**config.mk**
```make
export PLATFORM = sky130hd
export DESIGN_NAME = arithmetic_expression_lexer_unit
export DESIGN_NICKNAME = d
export VERILOG_FILES = /design/src/rtl/ael_pkg.sv /design/src/rtl/arithmetic_expression_lexer_unit.sv
export SDC_FILE = /design/constraint.sdc
export NUM_CORES = 1
export LEC_CHECK = 0
export BUFFER_PORTS_ARGS = -buffer_cell sky130_fd_sc_hd__buf_4
export CAP_MARGIN = 20
export CORE_MARGIN = 4
export CORE_UTILIZATION = 30
export CTS_CLUSTER_SIZE = 28
export DETAILED_ROUTE_END_ITERATION = 10
export PLACE_DENSITY_LB_ADDON = 0.15
export SKIP_LAST_GASP = 1
export SYNTH_ARGS = -nofsm -noshare
export SYNTH_HDL_FRONTEND = slang
export SYNTH_SLANG_ARGS = --single-unit
```
**constraint.sdc**
```tcl
create_clock -name i_clk -period 3.85 [get_ports i_clk]
set_clock_uncertainty 0.2 [all_clocks]
set_input_delay 0.1925 -clock i_clk [delete_from_list [all_inputs] [get_ports i_clk]]
set_output_delay 0.1925 -clock i_clk [all_outputs]
set_load 0.005 [all_outputs]
```
**src/rtl/ael_pkg.sv**
```systemverilog
// Shared types and constants of the arithmetic expression lexer.
// Used by the lexer top level and its checker; depends on nothing.
package ael_pkg;

    // Token kinds carried on the output tuser.
    typedef enum logic [2:0] {
        KIND_NUMBER   = 3'd0,
        KIND_OPERATOR = 3'd1,
        KIND_LPAREN   = 3'd2,
        KIND_RPAREN   = 3'd3,
        KIND_ERROR    = 3'd4
    } t_kind;

    // Field widths fixed by the token format.
    localparam int CHAR_W   = 8;
    localparam int LENGTH_W = 6;

    // Token queue geometry.
    localparam int QUEUE_DEPTH = 4;
    localparam int PTR_W       = 2;
    localparam int COUNT_W     = 3;

    // Characters with a meaning of their own.
    localparam logic [CHAR_W-1:0] CHAR_PLUS   = 8'h2B;
    localparam logic [CHAR_W-1:0] CHAR_MINUS  = 8'h2D;
    localparam logic [CHAR_W-1:0] CHAR_STAR   = 8'h2A;
    localparam logic [CHAR_W-1:0] CHAR_SLASH  = 8'h2F;
    localparam logic [CHAR_W-1:0] CHAR_LPAREN = 8'h28;
    localparam logic [CHAR_W-1:0] CHAR_RPAREN = 8'h29;
    localparam logic [CHAR_W-1:0] CHAR_POINT  = 8'h2E;
    localparam logic [CHAR_W-1:0] CHAR_NL     = 8'h0A;
    localparam logic [CHAR_W-1:0] CHAR_SPACE  = 8'h20;
    localparam logic [CHAR_W-1:0] CHAR_TAB    = 8'h09;
    localparam logic [CHAR_W-1:0] CHAR_VT     = 8'h0B;
    localparam logic [CHAR_W-1:0] CHAR_FF     = 8'h0C;
    localparam logic [CHAR_W-1:0] CHAR_CR     = 8'h0D;
    localparam logic [CHAR_W-1:0] CHAR_ZERO   = 8'h30;
    localparam logic [CHAR_W-1:0] CHAR_NINE   = 8'h39;

endpackage

```
**src/rtl/arithmetic_expression_lexer_unit.sv**
```systemverilog
// Top level of the arithmetic expression lexer: character classifier, position
// counters, pending number state and a small token queue. Depends on ael_pkg.

// The lexer takes one text byte per request on the slave stream and returns
// tokens on the master stream. Every request is lexed in the cycle it is
// accepted, so the input sustains one byte per clock while s_axis_tready is
// high. Tokens pass through a four-entry register queue and s_axis_tready is
// high while at most one token waits in it; a byte that both flushes a number
// and gives an operator or parenthesis token fills two entries, so the input
// may stall after it until at most one token waits. The first token of a
// request can be taken on the cycle after acceptance. After an error token the
// lexer drops all further requests without results until reset.
module arithmetic_expression_lexer_unit #(
    parameter int MAX_NUMBER_CHARS = 32,
    parameter int POSITION_BITS    = 16
) (
    input  logic                i_clk,
    input  logic                i_rst_n,
    // Input stream. tdata: character [7:0]. tlast: end_of_text.
    input  logic                s_axis_tvalid,
    output logic                s_axis_tready,
    input  logic [7:0]          s_axis_tdata,
    input  logic                s_axis_tlast,
    // Output stream. tdata from bit 0 up: token_char [7:0], number_length [13:8],
    // number_has_point [14], token_line, token_column (POSITION_BITS each),
    // zero fill. tuser: token_kind. tlast: last_token.
    output logic                m_axis_tvalid,
    input  logic                m_axis_tready,
    output logic [((ael_pkg::CHAR_W + ael_pkg::LENGTH_W + 1 + 2 * POSITION_BITS + 7)
                   / 8) * 8 - 1:0] m_axis_tdata,
    output logic [2:0]          m_axis_tuser,
    output logic                m_axis_tlast
);

    localparam int FIELDS_W = ael_pkg::CHAR_W + ael_pkg::LENGTH_W + 1 + 2 * POSITION_BITS;
    localparam int TDATA_W  = ((FIELDS_W + 7) / 8) * 8;
    localparam int PAD_W    = TDATA_W - FIELDS_W;

    typedef struct packed {
        ael_pkg::t_kind                 kind;
        logic [ael_pkg::CHAR_W-1:0]     chr;
        logic [ael_pkg::LENGTH_W-1:0]   len;
        logic                           point;
        logic [POSITION_BITS-1:0]       line;
        logic [POSITION_BITS-1:0]       column;
        logic                           last;
    } t_token;

    // Lexer state.
    logic [POSITION_BITS-1:0]       r_line,     n_line;
    logic [POSITION_BITS-1:0]       r_column,   n_column;
    logic [ael_pkg::LENGTH_W-1:0]   r_pend_len, n_pend_len;
    logic                           r_point,    n_point;
    logic                           r_halted,   n_halted;

    // Token queue.
    t_token                         r_queue [ael_pkg::QUEUE_DEPTH];
    logic [ael_pkg::PTR_W-1:0]      r_wr_ptr,   n_wr_ptr;
    logic [ael_pkg::PTR_W-1:0]      r_rd_ptr,   n_rd_ptr;
    logic [ael_pkg::COUNT_W-1:0]    r_count,    n_count;

    logic                           in_accept;
    logic                           out_accept;
    logic [1:0]                     push;
    t_token                         tok0;
    t_token                         tok1;
    t_token                         num_tok;
    t_token                         head;
    logic [ael_pkg::CHAR_W-1:0]     chr;
    logic                           is_symbol;
    logic                           is_digit;
    logic                           is_point;
    logic                           is_skip;
    logic                           fits;
    logic [POSITION_BITS-1:0]       pend_len_ext;
    logic [POSITION_BITS-1:0]       column_inc;
    logic [POSITION_BITS-1:0]       line_inc;
    ael_pkg::t_kind                 sym_kind;

    // Handshakes; ready depends on queue occupancy only.
    assign s_axis_tready = (r_count <= ael_pkg::COUNT_W'(1));
    assign in_accept     = s_axis_tvalid && s_axis_tready;
    assign m_axis_tvalid = (r_count != '0);
    assign out_accept    = m_axis_tvalid && m_axis_tready;

    // Character classes.
    assign chr       = s_axis_tdata;
    assign is_symbol = (chr == ael_pkg::CHAR_PLUS)   || (chr == ael_pkg::CHAR_MINUS) ||
                       (chr == ael_pkg::CHAR_STAR)   || (chr == ael_pkg::CHAR_SLASH) ||
                       (chr == ael_pkg::CHAR_LPAREN) || (chr == ael_pkg::CHAR_RPAREN);
    assign is_digit  = (chr >= ael_pkg::CHAR_ZERO) && (chr <= ael_pkg::CHAR_NINE);
    assign is_point  = (chr == ael_pkg::CHAR_POINT);
    assign is_skip   = (chr == ael_pkg::CHAR_TAB) || (chr == ael_pkg::CHAR_CR) ||
                       (chr == ael_pkg::CHAR_VT)  || (chr == ael_pkg::CHAR_FF);
    assign fits      = ({1'b0, r_pend_len} + 7'd1) <= 7'(MAX_NUMBER_CHARS);

    assign sym_kind  = (chr == ael_pkg::CHAR_LPAREN) ? ael_pkg::KIND_LPAREN :
                       (chr == ael_pkg::CHAR_RPAREN) ? ael_pkg::KIND_RPAREN :
                                                       ael_pkg::KIND_OPERATOR;

    // Saturating counter steps.
    assign column_inc = (r_column == '1) ? r_column : r_column + 1'b1;
    assign line_inc   = (r_line == '1) ? r_line : r_line + 1'b1;

    // The pending number as a token; its start column clamps at zero.
    assign pend_len_ext = POSITION_BITS'(r_pend_len);
    always_comb begin
        num_tok        = '0;
        num_tok.kind   = ael_pkg::KIND_NUMBER;
        num_tok.len    = r_pend_len;
        num_tok.point  = r_point;
        num_tok.line   = r_line;
        num_tok.column = (r_column >= pend_len_ext) ? r_column - pend_len_ext : '0;
    end

    // Lexing of one accepted request.
    always_comb begin
        n_line     = r_line;
        n_column   = r_column;
        n_pend_len = r_pend_len;
        n_point    = r_point;
        n_halted   = r_halted;
        push       = 2'd0;
        tok0       = '0;
        tok1       = '0;

        if (in_accept && !r_halted) begin
            priority if (s_axis_tlast) begin
                if (r_pend_len != '0) begin
                    tok0 = num_tok;
                    push = 2'd1;
                end
                n_pend_len = '0;
                n_point    = 1'b0;
            end else if (is_symbol) begin
                tok1        = '0;
                tok1.kind   = sym_kind;
                tok1.chr    = chr;
                tok1.line   = r_line;
                tok1.column = r_column;
                if (r_pend_len != '0) begin
                    tok0 = num_tok;
                    push = 2'd2;
                end else begin
                    tok0 = tok1;
                    push = 2'd1;
                end
                n_pend_len = '0;
                n_point    = 1'b0;
                n_column   = column_inc;
            end else if (chr == ael_pkg::CHAR_SPACE) begin
                if (r_pend_len != '0) begin
                    tok0 = num_tok;
                    push = 2'd1;
                end
                n_pend_len = '0;
                n_point    = 1'b0;
                n_column   = column_inc;
            end else if (chr == ael_pkg::CHAR_NL) begin
                n_line   = line_inc;
                n_column = POSITION_BITS'(1);
            end else if (is_skip) begin
                n_column = column_inc;
            end else if ((is_digit || (is_point && !r_point)) && fits) begin
                n_pend_len = r_pend_len + 1'b1;
                n_point    = r_point || is_point;
                n_column   = column_inc;
            end else begin
                // Illegal character, second point or over-long number.
                tok0.kind   = ael_pkg::KIND_ERROR;
                tok0.chr    = chr;
                tok0.line   = r_line;
                tok0.column = r_column;
                push        = 2'd1;
                n_pend_len  = '0;
                n_point     = 1'b0;
                n_halted    = 1'b1;
            end
        end

        // The final token of the request carries the last flag.
        tok0.last = (push == 2'd1);
        tok1.last = 1'b1;
    end

    // Queue pointers and occupancy.
    always_comb begin
        n_wr_ptr = r_wr_ptr + ael_pkg::PTR_W'(push);
        n_rd_ptr = r_rd_ptr + ael_pkg::PTR_W'(out_accept);
        n_count  = r_count + ael_pkg::COUNT_W'(push) - ael_pkg::COUNT_W'(out_accept);
    end

    // Control state registers.
    always_ff @(posedge i_clk) begin
        if (!i_rst_n) begin
            r_line     <= POSITION_BITS'(1);
            r_column   <= POSITION_BITS'(1);
            r_pend_len <= '0;
            r_point    <= 1'b0;
            r_halted   <= 1'b0;
            r_wr_ptr   <= '0;
            r_rd_ptr   <= '0;
            r_count    <= '0;
        end else begin
            r_line     <= n_line;
            r_column   <= n_column;
            r_pend_len <= n_pend_len;
            r_point    <= n_point;
            r_halted   <= n_halted;
            r_wr_ptr   <= n_wr_ptr;
            r_rd_ptr   <= n_rd_ptr;
            r_count    <= n_count;
        end
    end

    // Token storage: up to two entries written per cycle.
    always_ff @(posedge i_clk) begin
        if (push != 2'd0) begin
            r_queue[r_wr_ptr] <= tok0;
        end
        if (push == 2'd2) begin
            r_queue[ael_pkg::PTR_W'(r_wr_ptr + 1'b1)] <= tok1;
        end
    end

    // Output from the queue head.
    assign head         = r_queue[r_rd_ptr];
    assign m_axis_tdata = {{PAD_W{1'b0}}, head.column, head.line, head.point, head.len,
                           head.chr};
    assign m_axis_tuser = head.kind;
    assign m_axis_tlast = head.last;

endmodule

```
==> out/results.ini, run 1 <==
[sta]
rsz0062_at_grt=no
period_minus_slack_ps=3610
clock.fmax_mhz=277
whs_ps=252
worstMarginPinSlew_ps=990
slew_viol_final=0
fin_tns_setup_ps=0
fin_crit_sh_pct=93.7
setup_viol=0
slew_headroom_pct=33.6
hold_viol_final=0

[run_status]
status=complete, no violations

[pwr]
ir_drop_mv=0.298
p_total_mw=7.32
p_leak_nw=5.02
powerDensity_nw_per_um2=501

[placement]
io_buffers=65
dp_hpwl_um=23600
globalplace.congestion=0.897

[floorplan]
die_area_sq_um=44100
row_count=73
fp.dieW_um=210
ios=67
start_util_pct=30.6
placeableCoreArea_sq_um=40000
die_y_um=210

[yosys]
syn-cell-area_sq_um=12200
synth-edff-count=168
synth.top_cell.area_share_pct=41.2
synthFlopType=edfxtp_1
synthDistinctLibCells=66
synthArstFlopShare_pct=0
synth.most_common_cell=edfxtp_1
avgSynthCellArea_sq_um=11.6
yosysTopAreaCell=edfxtp_1
yosysWarnings=0
ys_seq_area_share_pct=54.7
synth_area_leaders=edfxtp_1 (41%), dfxtp_1 (14%), mux4_2 (9.4%)
postSynthCellCount=1052
synth-seq-cells=251
syn_nets=1083
synth_common_cells=edfxtp_1 (168), and2_1 (104), dfxtp_1 (83)

[grt]
grt_max_degree=59
track_usage_pct=15.2
gr-total-overflow=0
grt_pass1_vias=8649
grt_pass1_wl_um=52700
antenna_found_initial=0

[worst_setup_path]
worstPathRequired_ps=4120
reg2reg_depth=8
cp_max_fo=5
crit_arrival_ps=3880
crit_type=in -> reg
start_kind=input port
end_kind=register

[clocking]
cts_setup_buffers=0
cts_repair_resize_count=0
clock_sinks=251
path_clk_slew_ps=60
cts_max_path_buffers=3
numCtsBuffers=29
clk-insertion-delay-late_ps=580
root_buffer=clkbuf_16
cts_tree=yes
h-tree-depth=1

[worst_hold_path]
hold_depth=2
hold_class=reg -> reg

[detailed_routing]
wl_per_cell_um=20.0
drt_iter0_markers=741
wl_um=33500
postRouteAntennaNets=0
dr.pass1.iters=5
drc_errors=0
viasPerCell=5.10
vias=8573

[cells_and_area]
layout.nets=1165
antennaDiodeCount=0
layout-drive-gt1-share_pct=19.4
seq_area_sq_um=6710
area_growth_syn_to_layout_pct=19.2
fill_cells=3934
post-route-util_pct=36.5
multi_input_area_sq_um=5190

[job]
max_cap_viol_count=0

path summary, 6_finish.rpt:
path                        start        endpoint  slack, ps
hold / removal           r_halted        r_halted        250
setup / recovery  s_axis_tdata[4]      r_count[2]        240
setup reg to reg    r_pend_len[5]  r_queue[0][13]        410
hold reg to reg          r_halted        r_halted        250
layout by cell type (no fill, tap or decap), types with 12 or more instances in the layout:
cell | netlist | layout
dfxtp_1 | 83 | 81
nor3_1 | 12 | 12
buf_4 | 4 | 100
edfxtp_1 | 168 | 168
xnor2_1 | 32 | 32
dlygate4sd3_1 | 0 | 12
and2_1 | 104 | 104
nand2_1 | 82 | 78
mux4_2 | 51 | 51
ha_1 | 16 | 16
inv_1 | 23 | 23
nand3_1 | 52 | 52
nor2_1 | 70 | 70
o21ai_0 | 65 | 65
a21oi_1 | 29 | 29
and3_1 | 16 | 16
a31oi_1 | 12 | 12
clkbuf_16 | 0 | 29
nand4_1 | 14 | 14
a22o_1 | 19 | 19
critical path: stages:
cell and delay, ps:
dlygate4sd3_1 540, buf_4 150, or4b_1 580, or4_1 510, a22oi_2 240, a21boi_1 130
o221a_2 340, inv_1 70, ha_1 110, inv_1 40, ha_1 180, fa_1 370
xnor2_1 200, xnor2_1 80, and2_1 150
kinds of logic (layout without fill, tap and decap cells):
logic type / count (synthesis) / count (layout) / synth area share [%]
AO/OA/AOI/OAI: 201 / 201 / 11.0
XOR/XNOR: 34 / 34 / 2.43
adder cells (fa/ha/maj): 18 / 18 / 1.96
buffers and inverters: 93 / 196 / 3.08
flip-flops: 251 / 251 / 54.7
multiplexers: 58 / 58 / 9.95
other: 1 / 1 / 0.0306
AND/OR/NAND/NOR: 396 / 396 / 16.8
metal layers:
layer / track usage, % / wire, um / up-vias
met5: 0 / 0 / -
met3: 2.05 / 1770 / 47
met4: 4.07 / 751 / 0
met2: 24.0 / 15200 / 238
li1: - / - / 4084
met1: 22.0 / 15800 / 4204
flip-flops by register name, indices dropped and copies added, names as in the netlist:
signal / cells
r_queue: 204
r_column: 16
r_line: 16
r_pend_len: 6
r_count: 3
r_rd_ptr: 2
r_wr_ptr: 2
r_halted: 1
r_point: 1
final cells by class:
cell class | instances | share of cell area, %
tap | 525 | 4.50
timing repair buffer | 121 | 7.20
clock inverter | 14 | 0.934
sequential | 251 | 45.9
multi-input combinational | 708 | 35.6
clock buffer | 38 | 5.27
inverter | 23 | 0.591
timing repair:
action | in CTS | in global routing
hold buffers | 12 | 0
endpoints found under the setup margin | 0 | 0
hold endpoints to repair | 58 | 0
where the power goes:
part           leakage [nW]  internal (mW)  switching, mW  total [mW]
clock                 0.442           1.54           1.11        2.65
combinational          2.31          0.787          0.718        1.51
sequential             2.27           3.02          0.151        3.17
metrics by stage:
step	cell area (sq um)	setup slack [ps]	instances
2_1_floorplan	12300	348	1052
3_3_place_gp	13600	252	1616
3_5_place_dp	13600	231	1616
4_1_cts	14600	292	1680
5_1_grt	14600	122	1680
6_report	14600	241	1680
Note: power is estimated with default switching activity, not from simulation.
==> inputs of run 2 (changes only) <==
REMOVE_ABC_BUFFERS = 1   (was unset)
==> out/results.ini, run 2 (synthesis results as in run 1) <==
[worst_hold_path]
hold_class=reg -> reg

[sta]
setup_slack_ps=216  ; -25.1 ps
whs_ps=270  ; +17.8 ps
rsz0062_at_grt=no
period_minus_slack_ps=3630  ; +25.1 ps
hold_viol_final=0  ; unchanged
worstMarginPinSlew_ps=1000  ; +12.4 ps
slew_headroom_pct=33.2  ; -0.43 points
slew_viol_final=0  ; unchanged
clock.fmax_mhz=275  ; -0.69%
fin_crit_sh_pct=94.4  ; +0.65 points
setup_viol=0  ; unchanged

[detailed_routing]
viasPerCell=5.07  ; -0.57%
drt_iter0_markers=517  ; -30%
drc_errors=0  ; unchanged
dr.pass1.iters=6  ; +1
vias=8494  ; -0.92%
postRouteAntennaNets=0  ; unchanged
wl_um=33800  ; +0.63%
wl_per_cell_um=20.2  ; +1.0%

[pwr]
p_leak_nw=4.98  ; -0.86%
powerDensity_nw_per_um2=502  ; about the same
ir_drop_mv=0.302  ; +1.3%

[floorplan]
row_count=73  ; unchanged
placeableCoreArea_sq_um=40000  ; unchanged
die_area_sq_um=44100  ; unchanged
start_util_pct=30.6  ; unchanged
ios=67  ; unchanged
die_y_um=210  ; unchanged
fp.dieW_um=210  ; unchanged

[placement]
globalplace.congestion=0.830  ; -7.5%
dp_slack_ps=234  ; +2.90 ps
io_buffers=65  ; unchanged
dp_cells=1608  ; -0.50%
dp_hpwl_um=23000  ; -2.4%

[grt]
gr-total-overflow=0  ; unchanged
track_usage_pct=15.1  ; -0.018 points
grt_pass1_wl_um=52700  ; +0.10%
grt_max_degree=49  ; -17%
antenna_found_initial=3  ; +3
grt_use_met2_pct=25.3  ; +1.2 points
grt_pass1_vias=8556  ; -1.1%
met3_usage_pct=2.40  ; +0.34 points
grt-busiest-layer=met2
use_met1_pct=20.8  ; -1.1 points

[clocking]
cts_tree=yes
cts_repair_resize_count=0  ; unchanged
h-tree-depth=1  ; unchanged
clock_sinks=251  ; unchanged
path_clk_slew_ps=60  ; about the same
cts_max_path_buffers=3  ; unchanged
root_buffer=clkbuf_16
numCtsBuffers=28  ; -3.4%
clk-insertion-delay-late_ps=550  ; -30 ps

[cells_and_area]
largestRegisters=r_queue: 204 flops, r_column: 16 flops, r_line: 16 flops
fin_cells=1674  ; -0.36%
fill_cells=3996  ; +1.6%
layout-drive-gt1-share_pct=18.7  ; -0.72 points
area_growth_syn_to_layout_pct=18.9
final_common_cell=edfxtp_1
final_cell_mix=edfxtp_1 (168), and2_1 (104), buf_4 (93)
top_register=r_queue
largest_reg_flops=204  ; unchanged
layout.nets=1155  ; -0.86%

[worst_setup_path]
crit_arrival_ps=3870  ; about the same
start_kind=input port
crit_type=in -> reg
end_kind=register
cp_max_fo=5  ; unchanged
worstPathRequired_ps=4080  ; -40 ps

[run_status]
status=complete, no violations

[job]
max_cap_viol_count=0  ; unchanged

==> run 2: worst paths after layout <==
kind               endpoint  slack [ps]       startpoint  cells after the start
max reg2reg      r_count[2]         470    r_pend_len[0]                     14
min          r_queue[3][33]         270   r_queue[3][33]                      2
min reg2reg  r_queue[3][33]         270   r_queue[3][33]                      2
max              r_count[2]         220  s_axis_tdata[4]                     15
==> run 2: worst max-delay path, cell delays in order <==
cell           delay [ps]
dlygate4sd3_1         540
buf_4                 150
or4b_1                580
or4_1                 510
a22oi_2               250
a21boi_1              110
o221a_2               340
inv_1                  70
ha_1                  110
inv_1                  40
ha_1                  180
fa_1                  370
xnor2_1               190
xnor2_1                70
and2_1                150
==> run 2: area by class of cell <==
type | instances | area [sq um] | share of cell area [%]
repair buffers | 112 | 968 | 6.65
inverters | 23 | 86.3 | 0.593
well taps | 525 | 657 | 4.51
clock buffers | 47 | 855 | 5.87
flip-flops and latches | 251 | 6710 | 46.1
diodes | 3 | 7.51 | 0.0515
multi-input cells | 708 | 5230 | 35.9
clock inverters | 5 | 48.8 | 0.335
==> run 2: what timing repair did <==
item / in CTS / in global routing
endpoints found under the hold margin: 61 / 0
endpoints found under the setup margin: 0 / 0
hold buffers: 11 / 0
buffers inserted: 0 / 0
==> run 2: power by group <==
group          switching [mW]  total (mW)  internal [mW]
registers               0.143        3.16           3.02
clock network            1.05        2.62           1.57
logic                   0.739        1.52          0.783
total                    1.93        7.30           5.37
==> run 2: per-layer routing <==
layer	wire length (um)	part of all wire [%]
met5	0	0
met4	724	2.1
met3	1450	4.3
met2	16300	48
met1	15300	45
==> run 2: metrics by stage <==
step	utilization [%]	cell area (sq um)	setup TNS (ps)	power (mW)
after floorplan	-	12000	-57130	4.02
after CTS	36.4	14600	0	7.46
after global placement	33.9	13500	0	4.79
final	36.4	14600	0	7.30
after detailed placement	33.9	13500	0	4.79
after global routing	36.4	14600	0	7.67
==> inputs of run 3 (changes only) <==
CORE_UTILIZATION = 55   (was 30)
SLEW_MARGIN = 20   (was unset)
==> out/results.ini, run 3 (synthesis results as in run 1) <==
[sta]
rsz0062_at_grt=no
slew_viol_final=0  ; unchanged
worstMarginPinSlew_ps=849  ; -153 ps
clock.fmax_mhz=274  ; -0.41%
setup_viol=0  ; unchanged
slew_headroom_pct=43.4  ; +10 points
fin_crit_sh_pct=94.8  ; +0.39 points
period_minus_slack_ps=3650  ; +14.8 ps
hold_viol_final=0  ; unchanged

[detailed_routing]
wl_per_cell_um=20.3  ; +0.51%
postRouteAntennaNets=0  ; unchanged
dr.pass1.iters=5  ; -1
viasPerCell=6.08  ; +20%
wl_um=28900  ; -14%
drc_errors=0  ; unchanged
drt_iter0_markers=631  ; +22%
vias=8666  ; +2.0%

[worst_setup_path]
end_kind=register
crit_arrival_ps=3870  ; about the same
crit_chain=dlygate4sd3_1 > buf_4 > or4b_1 > or4_1 > a22oi_2 > a21boi_1 > o221a_2 > inv_1 > ha_1 > inv_1 > ha_1 > fa_1 > xnor2_1 > xnor2_1 > and2_1
start_kind=input port
crit_slowest_cell=or4b_1
reg2reg_depth=14  ; unchanged
crit_type=in -> reg
worstPathRequired_ps=4070  ; about the same
cp_max_fo=5  ; unchanged
cp_slowest_stage_delay_ps=580  ; about the same

[clocking]
cts_repair_resize_count=0  ; unchanged
h-tree-depth=1  ; unchanged
cts_max_path_buffers=3  ; unchanged
clk-insertion-delay-late_ps=540  ; about the same
clock_sinks=251  ; unchanged
cts_tree=yes
path_clk_slew_ps=60  ; about the same
numCtsBuffers=27  ; -3.6%
root_buffer=clkbuf_16

[placement]
globalplace.congestion=0.911  ; +9.8%
dp_hpwl_um=19600  ; -15%
io_buffers=65  ; unchanged

[cells_and_area]
largestRegisters=r_queue: 204 flops, r_column: 16 flops, r_line: 16 flops
layout.nets=1155  ; unchanged
antennaDiodeCount=0  ; -3
area_growth_syn_to_layout_pct=15.8
final_common_cell=edfxtp_1
fill_cells=1715  ; -57%
top_register=r_queue
layout-drive-gt1-share_pct=19.3  ; +0.63 points
post-route-util_pct=64.8  ; +28 points
largest_reg_flops=204  ; unchanged
final_cell_mix=edfxtp_1 (168), and2_1 (104), buf_4 (98)

[pwr]
combPwrFrac_pct=20.0  ; -0.8 points
pwr-share-clk_pct=36.1  ; +0.2 points
p_sw_mw=1.86  ; -3.6%
intPower_mw=5.36  ; -0.16%
p_leak_nw=4.98  ; about the same
power.share.switching_pct=25.8  ; -0.68 points
p_total_mw=7.23  ; -1.1%
powerDensity_nw_per_um2=510  ; +1.6%
share_seq_of_total_power_pct=43.9  ; +0.6 points
ir_drop_mv=0.356  ; +18%

[grt]
antenna_found_initial=0  ; -3
track_usage_pct=23.6  ; +8.5 points
gr-total-overflow=0  ; unchanged
grt_pass1_wl_um=45800  ; -13%
grt_pass1_vias=8379  ; -2.1%
grt_max_degree=54  ; +10%

[floorplan]
die_area_sq_um=24700  ; -44%
start_util_pct=56.0  ; +25 points
placeableCoreArea_sq_um=21900  ; -45%
ios=67  ; unchanged
die_y_um=157  ; -25%
fp.dieW_um=157  ; -25%
row_count=54  ; -26%

[run_status]
status=complete, no violations

[worst_hold_path]
hold_class=reg -> reg
hold_depth=2  ; unchanged

[job]
max_cap_viol_count=0  ; unchanged

[run 3: worst paths after layout]
check,startpoint,end,slack [ps]
worst max-delay path,s_axis_tdata[4],r_count[2],200
worst min-delay path,r_halted,r_halted,260
worst max register to register,r_pend_len[0],r_count[2],500
worst min register to register,r_halted,r_halted,260
[run 3: power by group through the flow]
stage | logic [mW] | clock network [mW] | registers [mW]
global route | 1.57 | 2.80 | 3.20
global placement | 1.44 | 0 | 3.23
finish | 1.44 | 2.61 | 3.17
CTS | 1.47 | 2.65 | 3.18
floorplan | 0.776 | 0 | 3.24
detailed placement | 1.45 | 0 | 3.23
[run 3: what timing repair did]
item / in CTS / in global routing
hold buffers: 11 / 0
setup buffers: 0 / 0
hold endpoints to repair: 58 / 0
[run 3: cell type report]
type	instances	area (sq um)	area share (%)
Clock inverter	15	158	1.11
Timing Repair Buffer	113	926	6.53
Sequential cell	251	6710	47.3
Inverter	23	86.3	0.609
Multi-Input combinational cell	708	5200	36.7
Clock buffer	35	747	5.27
Tap cell	280	350	2.47
[run 3: per-layer routing]
layer	vias up	routed length, um	global-route usage, %
met1	4212	11800	31.8
met5	-	0	0
met4	0	926	7.62
li1	4071	-	-
met3	64	2080	4.21
met2	319	14000	39.4
[run 3: critical path: cells and delay by family]
kind            cells  cell delay [ps]
simple gates        3             1240
compound gates      3              680
buf+inv             4              810
xor+xnor            2              270
fa+ha+maj           3              670
[run 3: stage by stage]
stage | TNS [ps] | setup slack, ps | instances | hold WS, ps | area [sq um]
3_5_place_dp | 0 | 258 | 1364 | 253 | 13200
4_1_cts | 0 | 214 | 1425 | 262 | 14200
6_report | 0 | 201 | 1425 | 257 | 14200
2_1_floorplan | -57130 | -388 | 982 | 54.4 | 12000
3_3_place_gp | 0 | 286 | 1364 | 240 | 13200
5_1_grt | 0 | 35.8 | 1425 | 272 | 14200
